**src/sv/postfix_expression_evaluator_macros.svh**
```systemverilog
// ----------------------------------------------------------------------------
// postfix expression evaluator assertion macros
// Shared concurrent assertion forms for the evaluator RTL.
// ----------------------------------------------------------------------------
`ifndef POSTFIX_EXPRESSION_EVALUATOR_MACROS_SVH
`define POSTFIX_EXPRESSION_EVALUATOR_MACROS_SVH

// same-cycle implication, disabled while reset is asserted
`define PFX_ASSERT_IMP(label, clk, rstn, ante, cons) \
    label: assert property (@(posedge clk) disable iff (!(rstn)) (ante) |-> (cons)) \
        else $error("postfix evaluator assertion failed");

// next-cycle implication, disabled while reset is asserted
`define PFX_ASSERT_NEXT(label, clk, rstn, ante, cons) \
    label: assert property (@(posedge clk) disable iff (!(rstn)) (ante) |=> (cons)) \
        else $error("postfix evaluator assertion failed");

`endif

```
**src/sv/pfx_eval_pkg.sv**
```systemverilog
// ----------------------------------------------------------------------------
// pfx_eval_pkg
// Types and fixed constants of the postfix expression evaluator.
// ----------------------------------------------------------------------------
package pfx_eval_pkg;

    localparam int DATA_W = 32;
    localparam int ITER_W = 5;

    // sequencer states
    typedef enum logic [3:0] {
        S_IDLE,
        S_DECODE,
        S_LOAD,
        S_MUL,
        S_NEG_L,
        S_NEG_R,
        S_DIV,
        S_NEG_Q,
        S_FINISH
    } state_t;

    // result status codes
    typedef logic [2:0] status_t;
    localparam status_t ST_OK          = 3'd0;
    localparam status_t ST_BAD_SYMBOL  = 3'd1;
    localparam status_t ST_UNDERFLOW   = 3'd2;
    localparam status_t ST_OVERFLOW    = 3'd3;
    localparam status_t ST_COUNT       = 3'd4;
    localparam status_t ST_DIV_OR_LONG = 3'd5;

    // ascii symbols
    localparam logic [7:0] SYM_ZERO = 8'h30;
    localparam logic [7:0] SYM_NINE = 8'h39;
    localparam logic [7:0] SYM_ADD  = 8'h2B;
    localparam logic [7:0] SYM_SUB  = 8'h2D;
    localparam logic [7:0] SYM_MUL  = 8'h2A;
    localparam logic [7:0] SYM_DIV  = 8'h2F;

endpackage

```
**src/sv/pfx_eval_ram.sv**
```systemverilog
// ----------------------------------------------------------------------------
// pfx_eval_ram
// Generic single-write, single-read RAM with registered read data.
// ----------------------------------------------------------------------------
module pfx_eval_ram #(
    parameter int WIDTH = 32,
    parameter int DEPTH = 64
) (
    input  logic                     aclk,
    input  logic                     wr_en,
    input  logic [$clog2(DEPTH)-1:0] wr_addr,
    input  logic [WIDTH-1:0]         wr_data,
    input  logic [$clog2(DEPTH)-1:0] rd_addr,
    output logic [WIDTH-1:0]         rd_data
);

    logic [WIDTH-1:0] mem_reg [DEPTH];
    logic [WIDTH-1:0] rdata_reg;

    // write port
    always_ff @(posedge aclk) begin
        if (wr_en) begin
            mem_reg[wr_addr] <= wr_data;
        end
    end

    // registered read port
    always_ff @(posedge aclk) begin
        rdata_reg <= mem_reg[rd_addr];
    end

    assign rd_data = rdata_reg;

endmodule

```
**src/sv/postfix_expression_evaluator.sv**
```systemverilog
// ----------------------------------------------------------------------------
// postfix_expression_evaluator
// Evaluates a postfix expression taken one character per input word. Digits
// push a value, + - * / pop two values and push the 32-bit wrapped result,
// division truncating toward zero. The first error is latched, and the word
// flagged by s_tlast produces one output word holding the final value and a
// status, after which the stack is cleared. The stack lives in a RAM with the
// top entry kept in a register. One 32-bit adder is shared by every operation
// and iterates one bit per cycle for multiply and divide. s_tready is low while
// a word is being worked on. A final word waits in the last step until the
// output register is free. The stack RAM needs no clearing pass after reset.
// ----------------------------------------------------------------------------
`include "postfix_expression_evaluator_macros.svh"

module postfix_expression_evaluator #(
    parameter int STACK_DEPTH = 64,
    parameter int MAX_LENGTH  = 64
) (
    input  logic        aclk,
    input  logic        aresetn,
    input  logic        s_tvalid,
    output logic        s_tready,
    input  logic [7:0]  s_tdata,   // [7:0] symbol
    input  logic        s_tlast,
    output logic        m_tvalid,
    input  logic        m_tready,
    output logic [39:0] m_tdata    // [31:0] value, [34:32] status, [39:35] zero
);

    import pfx_eval_pkg::*;

    localparam int CNT_W  = $clog2(STACK_DEPTH + 1);
    localparam int ADDR_W = $clog2(STACK_DEPTH);
    localparam int LEN_W  = $clog2(MAX_LENGTH + 1);

    localparam logic [CNT_W-1:0]  CNT_DEPTH = CNT_W'(STACK_DEPTH);
    localparam logic [CNT_W-1:0]  CNT_ONE   = CNT_W'(1);
    localparam logic [CNT_W-1:0]  CNT_TWO   = CNT_W'(2);
    localparam logic [LEN_W-1:0]  LEN_MAX   = LEN_W'(MAX_LENGTH);
    localparam logic [LEN_W-1:0]  LEN_ONE   = LEN_W'(1);
    localparam logic [ITER_W-1:0] ITER_LAST = {ITER_W{1'b1}};
    localparam logic [ITER_W-1:0] ITER_ONE  = ITER_W'(1);

    state_t state_reg, state_next;

    logic [7:0]        sym_reg, sym_next;
    logic              last_reg, last_next;
    logic [DATA_W-1:0] top_reg, top_next;
    logic [CNT_W-1:0]  cnt_reg, cnt_next;
    logic [LEN_W-1:0]  len_reg, len_next;
    status_t           err_reg, err_next;
    logic [DATA_W-1:0] opa_reg, opa_next;
    logic [DATA_W-1:0] opb_reg, opb_next;
    logic [DATA_W-1:0] acc_reg, acc_next;
    logic [ITER_W-1:0] iter_reg, iter_next;
    logic              neg_reg, neg_next;
    logic              m_valid_reg, m_valid_next;
    logic [DATA_W-1:0] m_value_reg, m_value_next;
    status_t           m_status_reg, m_status_next;

    logic [DATA_W-1:0] add_a, add_b;
    logic              add_sub;
    logic [DATA_W:0]   add_sum;

    logic [CNT_W-1:0]  cnt_m1, cnt_m2;
    logic              ram_we;
    logic [DATA_W-1:0] ram_rdata;

    logic              dec_digit, dec_op, op_go, out_free;
    logic [7:0]        digit_val;
    status_t           fin_status;
    logic              expr_cleared, result_step;

    // stack below the top entry
    pfx_eval_ram #(
        .WIDTH (DATA_W),
        .DEPTH (STACK_DEPTH)
    ) u_stack (
        .aclk    (aclk),
        .wr_en   (ram_we),
        .wr_addr (cnt_m1[ADDR_W-1:0]),
        .wr_data (top_reg),
        .rd_addr (cnt_m2[ADDR_W-1:0]),
        .rd_data (ram_rdata)
    );

    // symbol decode and stack addresses
    assign cnt_m1    = cnt_reg - CNT_ONE;
    assign cnt_m2    = cnt_reg - CNT_TWO;
    assign digit_val = sym_reg - SYM_ZERO;
    assign dec_digit = (sym_reg >= SYM_ZERO) && (sym_reg <= SYM_NINE);
    assign dec_op    = (sym_reg == SYM_ADD) || (sym_reg == SYM_SUB) ||
                       (sym_reg == SYM_MUL) || (sym_reg == SYM_DIV);
    assign op_go     = (err_reg == ST_OK) && (len_reg < LEN_MAX) && dec_op &&
                       (cnt_reg >= CNT_TWO) &&
                       !((sym_reg == SYM_DIV) && (top_reg == '0));
    assign out_free  = !m_valid_reg || m_tready;

    // final status of the expression
    always_comb begin
        if (err_reg != ST_OK) begin
            fin_status = err_reg;
        end else if (cnt_reg != CNT_ONE) begin
            fin_status = ST_COUNT;
        end else begin
            fin_status = ST_OK;
        end
    end

    // shared adder operand select
    always_comb begin
        add_a   = '0;
        add_b   = '0;
        add_sub = 1'b0;
        case (state_reg)
            S_LOAD: begin
                add_a   = ram_rdata;
                add_b   = top_reg;
                add_sub = (sym_reg == SYM_SUB);
            end
            S_MUL: begin
                add_a = acc_reg;
                add_b = opa_reg;
            end
            S_NEG_L: begin
                add_b   = opa_reg;
                add_sub = 1'b1;
            end
            S_NEG_R: begin
                add_b   = opb_reg;
                add_sub = 1'b1;
            end
            S_DIV: begin
                add_a   = {acc_reg[DATA_W-2:0], opa_reg[DATA_W-1]};
                add_b   = opb_reg;
                add_sub = 1'b1;
            end
            S_NEG_Q: begin
                add_b   = opa_reg;
                add_sub = 1'b1;
            end
            default: begin
                add_sub = 1'b0;
            end
        endcase
    end

    // shared adder, carry out means no borrow when subtracting
    assign add_sum = {1'b0, add_a} + {1'b0, add_b ^ {DATA_W{add_sub}}} +
                     (DATA_W + 1)'(add_sub);

    // next state
    always_comb begin
        state_next = state_reg;
        case (state_reg)
            S_IDLE: begin
                if (s_tvalid) begin
                    state_next = S_DECODE;
                end
            end
            S_DECODE: begin
                state_next = op_go ? S_LOAD : S_FINISH;
            end
            S_LOAD: begin
                if (sym_reg == SYM_MUL) begin
                    state_next = S_MUL;
                end else if (sym_reg == SYM_DIV) begin
                    state_next = S_NEG_L;
                end else begin
                    state_next = S_FINISH;
                end
            end
            S_MUL: begin
                if (iter_reg == ITER_LAST) begin
                    state_next = S_FINISH;
                end
            end
            S_NEG_L: begin
                state_next = S_NEG_R;
            end
            S_NEG_R: begin
                state_next = S_DIV;
            end
            S_DIV: begin
                if (iter_reg == ITER_LAST) begin
                    state_next = S_NEG_Q;
                end
            end
            S_NEG_Q: begin
                state_next = S_FINISH;
            end
            S_FINISH: begin
                if (!last_reg || out_free) begin
                    state_next = S_IDLE;
                end
            end
            default: begin
                state_next = S_IDLE;
            end
        endcase
    end

    // datapath and outputs
    always_comb begin
        sym_next      = sym_reg;
        last_next     = last_reg;
        top_next      = top_reg;
        cnt_next      = cnt_reg;
        len_next      = len_reg;
        err_next      = err_reg;
        opa_next      = opa_reg;
        opb_next      = opb_reg;
        acc_next      = acc_reg;
        iter_next     = iter_reg;
        neg_next      = neg_reg;
        m_value_next  = m_value_reg;
        m_status_next = m_status_reg;
        m_valid_next  = m_valid_reg && !m_tready;
        ram_we        = 1'b0;
        s_tready      = (state_reg == S_IDLE);

        case (state_reg)
            S_IDLE: begin
                if (s_tvalid) begin
                    sym_next  = s_tdata;
                    last_next = s_tlast;
                end
            end
            S_DECODE: begin
                if (err_reg == ST_OK) begin
                    if (len_reg >= LEN_MAX) begin
                        err_next = ST_DIV_OR_LONG;
                    end else begin
                        len_next = len_reg + LEN_ONE;
                        if (dec_digit) begin
                            if (cnt_reg >= CNT_DEPTH) begin
                                err_next = ST_OVERFLOW;
                            end else begin
                                ram_we   = (cnt_reg != '0);
                                top_next = DATA_W'(digit_val);
                                cnt_next = cnt_reg + CNT_ONE;
                            end
                        end else if (dec_op) begin
                            if (cnt_reg < CNT_TWO) begin
                                err_next = ST_UNDERFLOW;
                            end else if ((sym_reg == SYM_DIV) && (top_reg == '0)) begin
                                err_next = ST_DIV_OR_LONG;
                            end
                        end else begin
                            err_next = ST_BAD_SYMBOL;
                        end
                    end
                end
            end
            S_LOAD: begin
                // left operand from ram, right operand is the top register
                acc_next  = '0;
                iter_next = '0;
                opa_next  = ram_rdata;
                opb_next  = top_reg;
                neg_next  = ram_rdata[DATA_W-1] ^ top_reg[DATA_W-1];
                if ((sym_reg == SYM_ADD) || (sym_reg == SYM_SUB)) begin
                    top_next = add_sum[DATA_W-1:0];
                    cnt_next = cnt_m1;
                end
            end
            S_MUL: begin
                // shift-add, one multiplier bit per cycle
                if (opb_reg[0]) begin
                    acc_next = add_sum[DATA_W-1:0];
                end
                opa_next  = {opa_reg[DATA_W-2:0], 1'b0};
                opb_next  = {1'b0, opb_reg[DATA_W-1:1]};
                iter_next = iter_reg + ITER_ONE;
                if (iter_reg == ITER_LAST) begin
                    top_next = opb_reg[0] ? add_sum[DATA_W-1:0] : acc_reg;
                    cnt_next = cnt_m1;
                end
            end
            S_NEG_L: begin
                if (opa_reg[DATA_W-1]) begin
                    opa_next = add_sum[DATA_W-1:0];
                end
            end
            S_NEG_R: begin
                if (opb_reg[DATA_W-1]) begin
                    opb_next = add_sum[DATA_W-1:0];
                end
            end
            S_DIV: begin
                // restoring divide, one quotient bit per cycle
                acc_next  = add_sum[DATA_W] ? add_sum[DATA_W-1:0]
                                            : {acc_reg[DATA_W-2:0], opa_reg[DATA_W-1]};
                opa_next  = {opa_reg[DATA_W-2:0], add_sum[DATA_W]};
                iter_next = iter_reg + ITER_ONE;
            end
            S_NEG_Q: begin
                top_next = neg_reg ? add_sum[DATA_W-1:0] : opa_reg;
                cnt_next = cnt_m1;
            end
            S_FINISH: begin
                if (last_reg && out_free) begin
                    m_valid_next  = 1'b1;
                    m_status_next = fin_status;
                    m_value_next  = (fin_status == ST_OK) ? top_reg : '0;
                    cnt_next      = '0;
                    len_next      = '0;
                    err_next      = ST_OK;
                end
            end
            default: begin
                ram_we = 1'b0;
            end
        endcase
    end

    // control registers
    always_ff @(posedge aclk) begin
        if (!aresetn) begin
            state_reg   <= S_IDLE;
            cnt_reg     <= '0;
            len_reg     <= '0;
            err_reg     <= ST_OK;
            m_valid_reg <= 1'b0;
        end else begin
            state_reg   <= state_next;
            cnt_reg     <= cnt_next;
            len_reg     <= len_next;
            err_reg     <= err_next;
            m_valid_reg <= m_valid_next;
        end
    end

    // payload registers
    always_ff @(posedge aclk) begin
        sym_reg      <= sym_next;
        last_reg     <= last_next;
        top_reg      <= top_next;
        opa_reg      <= opa_next;
        opb_reg      <= opb_next;
        acc_reg      <= acc_next;
        iter_reg     <= iter_next;
        neg_reg      <= neg_next;
        m_value_reg  <= m_value_next;
        m_status_reg <= m_status_next;
    end

    assign m_tvalid = m_valid_reg;
    assign m_tdata  = {5'd0, m_status_reg, m_value_reg};

    // check terms
    assign expr_cleared = (cnt_reg == '0) && (len_reg == '0) && (err_reg == ST_OK);
    assign result_step  = (state_reg == S_FINISH) && last_reg;

    // checks
    `PFX_ASSERT_IMP(a_cnt_bound, aclk, aresetn, 1'b1, cnt_reg <= CNT_DEPTH)
    `PFX_ASSERT_IMP(a_len_bound, aclk, aresetn, 1'b1, len_reg <= LEN_MAX)
    `PFX_ASSERT_IMP(a_clear_on_result, aclk, aresetn, $rose(m_valid_reg), expr_cleared)
    `PFX_ASSERT_NEXT(a_err_held, aclk, aresetn, (err_reg != ST_OK) && !result_step, $stable(err_reg))

endmodule
```
**config.mk**
```make
export PLATFORM = sky130hd
export DESIGN_NAME = postfix_expression_evaluator
export DESIGN_NICKNAME = d
export VERILOG_FILES = /design/src/sv/pfx_eval_pkg.sv /design/src/sv/pfx_eval_ram.sv /design/src/sv/postfix_expression_evaluator.sv
export VERILOG_INCLUDE_DIRS = /design/src /design/src/sv
export SDC_FILE = /design/constraint.sdc
export NUM_CORES = 2
export LEC_CHECK = 0
export BUFFER_PORTS_ARGS = -buffer_cell sky130_fd_sc_hd__buf_2
export CAP_MARGIN = 15
export CELL_PAD_IN_SITES_DETAIL_PLACEMENT = 0
export CELL_PAD_IN_SITES_GLOBAL_PLACEMENT = 1
export CORE_MARGIN = 10
export CORE_UTILIZATION = 47
export DETAILED_ROUTE_END_ITERATION = 6
export GPL_TIMING_DRIVEN = 0
export HOLD_SLACK_MARGIN = 0.1
export PLACE_DENSITY = 0.76
export SYNTH_ARGS = -nofsm -noshare
export SYNTH_HDL_FRONTEND = slang
export SYNTH_SLANG_ARGS = --single-unit
```
**constraint.sdc**
```tcl
create_clock -name aclk -period 6.49 [get_ports aclk]
set_clock_uncertainty 0.1 [all_clocks]
set_input_delay 1.298 -clock aclk [delete_from_list [all_inputs] [get_ports aclk]]
set_output_delay 1.298 -clock aclk [all_outputs]
set_load 0.005 [all_outputs]
```
* After elaboration in Yosys (flattened, before gate mapping) *
Memories as Yosys holds them, arrays and structs flattened. A register that Yosys moved wholly into a read port is not among the register bits.
Cells that the tools add are included.

cells by class
  bitwise gates (word level) = 2
  $add $sub $neg = 8
  reduce and logical (&&, ||, !) cells = 43
  muxes and demuxes = 58
  eq/ne operators = 28
  $lt $le $gt $ge = 7

operators by type and width
  cell                 number
  $pmux 32 s3          4
  $mux 32              11
  $pmux 32 s4          2
  $mux 7               9
  $pmux 4 s9           1
  $pmux 7 s5           1
  $add 32x32->33       1
  $add 33x1->33        1
  $eq 8x6->1 const B   4
  $logic_not 32->1     1
  $xor 32x32->32       1
  $mux 3               10
  $mux 4               7
  $ne 2x2->1 const B   12
  $eq 4x3->1 const B   4
  $add 7x1->7 const B  2
  $ge 7x7->1 const B   2
  $pmux 7 s2           1
  $pmux 5 s2           1
  $mux 1               9
  $reduce_bool 3->1    3
  $eq 4x2->1 const B   2
  $ge 8x6->1 const B   1
  $le 8x6->1 const B   1
  33 further kinds     55

storage, ports and cells
  output and inout bits = 42
  bits in writable memories = 2048
  bits of input ports = 13
  register bits = 200
  memories = 1
  word-level logic and storage cells = 164

memory list
  memory           depth  bits a word  read ports  clocked after Yosys merged registers in  wr ports  line                text
  u_stack.mem_reg  64     32           1           1                                        1         pfx_eval_ram.sv:17  logic [WIDTH-1:0] mem_reg [DEPTH];

* Longest topological paths before layout *
  depth after elaboration = 9
  depth in mapped cells = 20
  mapped depth without buffers = 18

* By module *
Synthesis repeated with hierarchy kept, for this count alone.

unflattened totals
  cells, all modules = 4650
  area, all modules = 91584.1 um^2

by module, submodules not included
  module                        area each (um^2)  sequential area each (um^2)  instances  cells each
  pfx_eval_ram                  78512.8           62139.6                      1          3324
  postfix_expression_evaluator  13071.3           5785.5                       1          1326

* Worst setup path after synthesis *
Ideal clock, no wire load.

  kind = register to register
  start = register cnt_reg[1]
  end = memory u_stack.mem_reg[40][0] (enable)
  library setup time = 0.421 ns
  cell stages (with the launch flop) = 13
  arrival = 4.223 ns
  data required time = 5.969 ns
  buffers on the path = 5
  clock period less this slack = 4.744 ns
  slack = 1.746 ns
  cells stage by stage = dfxtp_1 > clkbuf_1 > clkbuf_1 > clkbuf_1 > buf_1 > inv_1 > ha_1 > clkbuf_1 > nand2_1 > xor2_1 > nor2b_1 > nand2_1 > nor2_1

on the way
  word-level cells in the longest chain between the ends = 8
  elaborated cells between the ends (all ways) = 10
  those cells by class = 1 x add/sub; 1 x order compare; 7 x mux; 1 x reduce/logical

ends and longest elaborated chain
  what                                             line                                                                      text
  start: declaration                               postfix_expression_evaluator.sv:49                                        logic [CNT_W-1:0] cnt_reg, cnt_next;
  start signal: assignment                         postfix_expression_evaluator.sv:327                                       cnt_reg <= cnt_next;
  $ge 7x7->1 or $reduce_bool 7->1 (tied branches)  postfix_expression_evaluator.sv:236, postfix_expression_evaluator.sv:239
  $mux 1                                           postfix_expression_evaluator.sv:236                                       if (cnt_reg >= CNT_DEPTH) begin
  $mux 1                                           postfix_expression_evaluator.sv:235                                       if (dec_digit) begin
  $mux 1                                           postfix_expression_evaluator.sv:231                                       if (len_reg >= LEN_MAX) begin
  $mux 1                                           postfix_expression_evaluator.sv:230                                       if (err_reg == ST_OK) begin
  $mux 1                                           postfix_expression_evaluator.sv:222                                       case (state_reg)
  $mux 1                                           pfx_eval_ram.sv:22                                                        if (wr_en) begin
  $mux 1 (implied by the code)                     pfx_eval_ram.sv:23                                                        mem_reg[wr_addr] <= wr_data;
  end: declaration                                 pfx_eval_ram.sv:17

Several ways; a longest one is shown, not always the timed one.

* Final worst setup path *
  start = register cnt_reg[0]
  end = memory u_stack.mem_reg[35][1] (enable)

The elaborated chain is that of the path after synthesis.

==> metrics.txt <==
status finished with violations; failing checks design-rule violations; routability congestion estimate 0.959; sum of negative setup slack 0 ns; async set or reset register ratio after synthesis 0; slew margin rel. 0.202; Post-Syn Instances 4394; htree depth 4; critical path type reg2reg; P_leak 0.0334 uW; Worst setup EP type register; Synth area leader edfxtp_1; Critical Path Source cnt_reg[0]$_SDFFE_PN0P_; Crit path top cell by count buf_2; clock network fraction of total power 0.368; Post-Syn Area per Cell 20.9 um^2; Period minus WS final 6.32 ns; Final Hold Viols 0; Seq pwr share 0.499; fmax 158 MHz; leading cell type in the layout, fill and taps excluded edfxtp_1; # rows 162; DP HPWL 179 mm; final setup violation count 0; PnR worst setup slack 0.172 ns; unrepaired setup endpoints after global routing false; DRT Wirelength 261 mm; Yosys top cell area share 0.729; Setup crit start kind register; Reg2Reg Depth 13; clock tree buffer depth 3; Largest stage delay, worst path 0.68 ns; Mapped Area 91700 um^2; Post-synth top flop edfxtp_1; max_cap viols 0; clk_lat worst skew 0.87 ns; CP top delay family simple AND/OR/NAND/NOR gates; Die Area 213000 um^2; EDFF count, synth 2226; NumNets Final 4891; DR DRC count 125; GRT Overall Usage 0.244; crit path max fanout 21; PwrDens 316 nW/um^2; number of synthesized register bits 2280; Clock transition at path regs 0.06 ns; reg-to-reg startpoint cnt_reg[0]$_SDFFE_PN0P_; initial core utilization 0.472; CTS tree built; slowest CP cell nor2_4; WP depth 13; Sink Count 2280; Critical Path Sink u_stack.mem_reg[35][1]$_DFFE_PP_; Sw Pwr 8510 uW; Routed wire per std cell 34.6 um; die height 462 um; Distinct cells, synth 79; Top Ports 55; first-pass iteration count of the detailed router 7; Overflow after GRT 0; R2R Path End u_stack.mem_reg[35][1]$_DFFE_PP_; Slew Limit Fails 0; routed vias 49300; Req. time, crit path 6.89 ns; combinational share of power 0.133; CTS Buf Count 216; die width 462 um; most frequent cells in the layout edfxtp_1 (2226), mux4_2 (661), clkbuf_16 (218); Ys Warns 0; ANT nets after route 0; vias per cell 6.51; Hold Path Class reg2reg; post-route clock period utilization 0.974; layout cell share with drive strength beyond 1 0.267; critical path cell sequence clkbuf_1 > buf_2 > buf_2 > buf_2 > inv_1 > ha_1 > clkbuf_1 > nand2_1 > nand4_1 > nor2_1 > nand2_1 > nor2_4 > buf_12; Synth area leaders edfxtp_1 (73%), mux4_2 (16%), dfxtp_1 (1.2%), a222oi_1 (1.1%), nor2_1 (0.69%); CORE AREA 194000 um^2; vias in the first global route 48200; port bufs 49; crit path DAT 6.72 ns; root buffer cell clkbuf_16; Layout area overhead 15.9%; Seq/Total Area, Yosys 0.741; sw frac 0.253; first-pass GRT wire length 370 mm; worst slack at placement -1.14 ns; CP bufs+invs 7; Int Power 25100 uW; max FFs per register 2048; worst vdd ir 263 uV; antenna violations before repair 12; worst slew pin tran 1.20 ns; FF-to-FF setup slack 0.17 ns; largest net degree at the start of global routing 41; initial detailed-routing violation count 8135
==> synth_stat cells, types with 13 or more instances <==
cell	n
a21oi_1	65
xor2_1	23
mux4_2	661
o21ai_0	48
o22ai_1	25
edfxtp_1	2226
nor3_1	17
nand2_1	91
a22oi_1	32
ha_1	44
clkbuf_1	164
nor2b_1	27
and3_1	16
a221oi_1	24
inv_1	84
nand2b_1	19
a21o_1	23
o21ai_1	20
nand4_1	13
a222oi_1	99
mux2i_1	63
dfxtp_1	54
buf_1	60
xnor2_1	58
a211oi_1	18
nand3_1	38
nor2_1	169
and2_1	40
buf_2	34
==> power groups by stage <==
stage	clock, uW	sequential (uW)	combinational (uW)
2_1_floorplan	0	17000	2290
3_3_place_gp	0	17400	3670
3_5_place_dp	0	17100	4370
4_1_cts	12500	16800	4400
5_1_grt	13100	16800	4610
6_report	12400	16800	4460
==> per-layer routing <==
layer | wire length, um | vias to the layer above | part of all wire | global-route usage
li1 | - | 19500 | - | -
met1 | 98500 | 25900 | 0.38 | 0.340
met2 | 121000 | 3342 | 0.46 | 0.376
met3 | 29700 | 546 | 0.11 | 0.0550
met4 | 12000 | 6 | 0.046 | 0.0984
met5 | 37 | - | 0.00014 | 0
==> logic make-up after synthesis <==
group | after synthesis | synth area share
flops | 2280 | 0.741
buf+inv | 354 | 0.0153
mux | 727 | 0.170
compound gates | 431 | 0.0352
other cells | 1 | 0.0000409
xor+xnor | 81 | 0.00774
fa+ha+maj | 45 | 0.00622
simple gates | 475 | 0.0251
==> per-stage QoR <==
step	instance area, um^2	cells	utilization	hold WS [ns]	total power (uW)
after floorplan	91700	4398	-	0.362	19300
after global placement	95100	6989	0.489	0.386	21100
after detailed placement	99100	7141	0.510	0.404	21400
after CTS	106000	7551	0.546	0.412	33700
after global routing	106000	7561	0.547	0.444	34500
final	106000	7566	0.547	0.406	33600
==> worst reg2reg max path, delay by kind of cell (launching register included) <==
family	cells	cell delay [ns]
AND/OR/NAND/NOR	5	2.66
buffers and inverters	7	2.54
adder cells (fa/ha/maj)	1	0.25
flip-flops	1	0.38
==> how the worst min path moves through the flow <==
stage / end / cells past startpoint / slack (ns) / from
5_1_grt: len_reg[5]$_SDFFE_PN0P_ / 2 / 0.44 / len_reg[5]$_SDFFE_PN0P_
3_3_place_gp: len_reg[1]$_SDFFE_PN0P_ / 2 / 0.39 / len_reg[1]$_SDFFE_PN0P_
2_1_floorplan: len_reg[1]$_SDFFE_PN0P_ / 2 / 0.36 / len_reg[1]$_SDFFE_PN0P_
3_5_place_dp: len_reg[1]$_SDFFE_PN0P_ / 2 / 0.40 / len_reg[1]$_SDFFE_PN0P_
4_1_cts: len_reg[1]$_SDFFE_PN0P_ / 2 / 0.41 / len_reg[1]$_SDFFE_PN0P_
6_report: len_reg[1]$_SDFFE_PN0P_ / 2 / 0.41 / len_reg[1]$_SDFFE_PN0P_
==> area by class of cell <==
type	count	area [um^2]
antenna	6	15.0
buffer	265	1090
clock buffer	262	5640
clock inverter	141	1280
fill	14400	88100
inverter	88	330
multi-input combinational	1764	22900
sequential	2280	67900
tap	2542	3180
timing repair buffer	218	3870
==> repair_timing <==
item / in CTS / in global routing
buffers inserted: 8 / 3
endpoints found under the setup margin: 2080 / 177
pin swaps: 9 / 7
hold buffers: 0 / 0
gates resized for setup: 9 / 10
(Power assumes the default switching activity.)
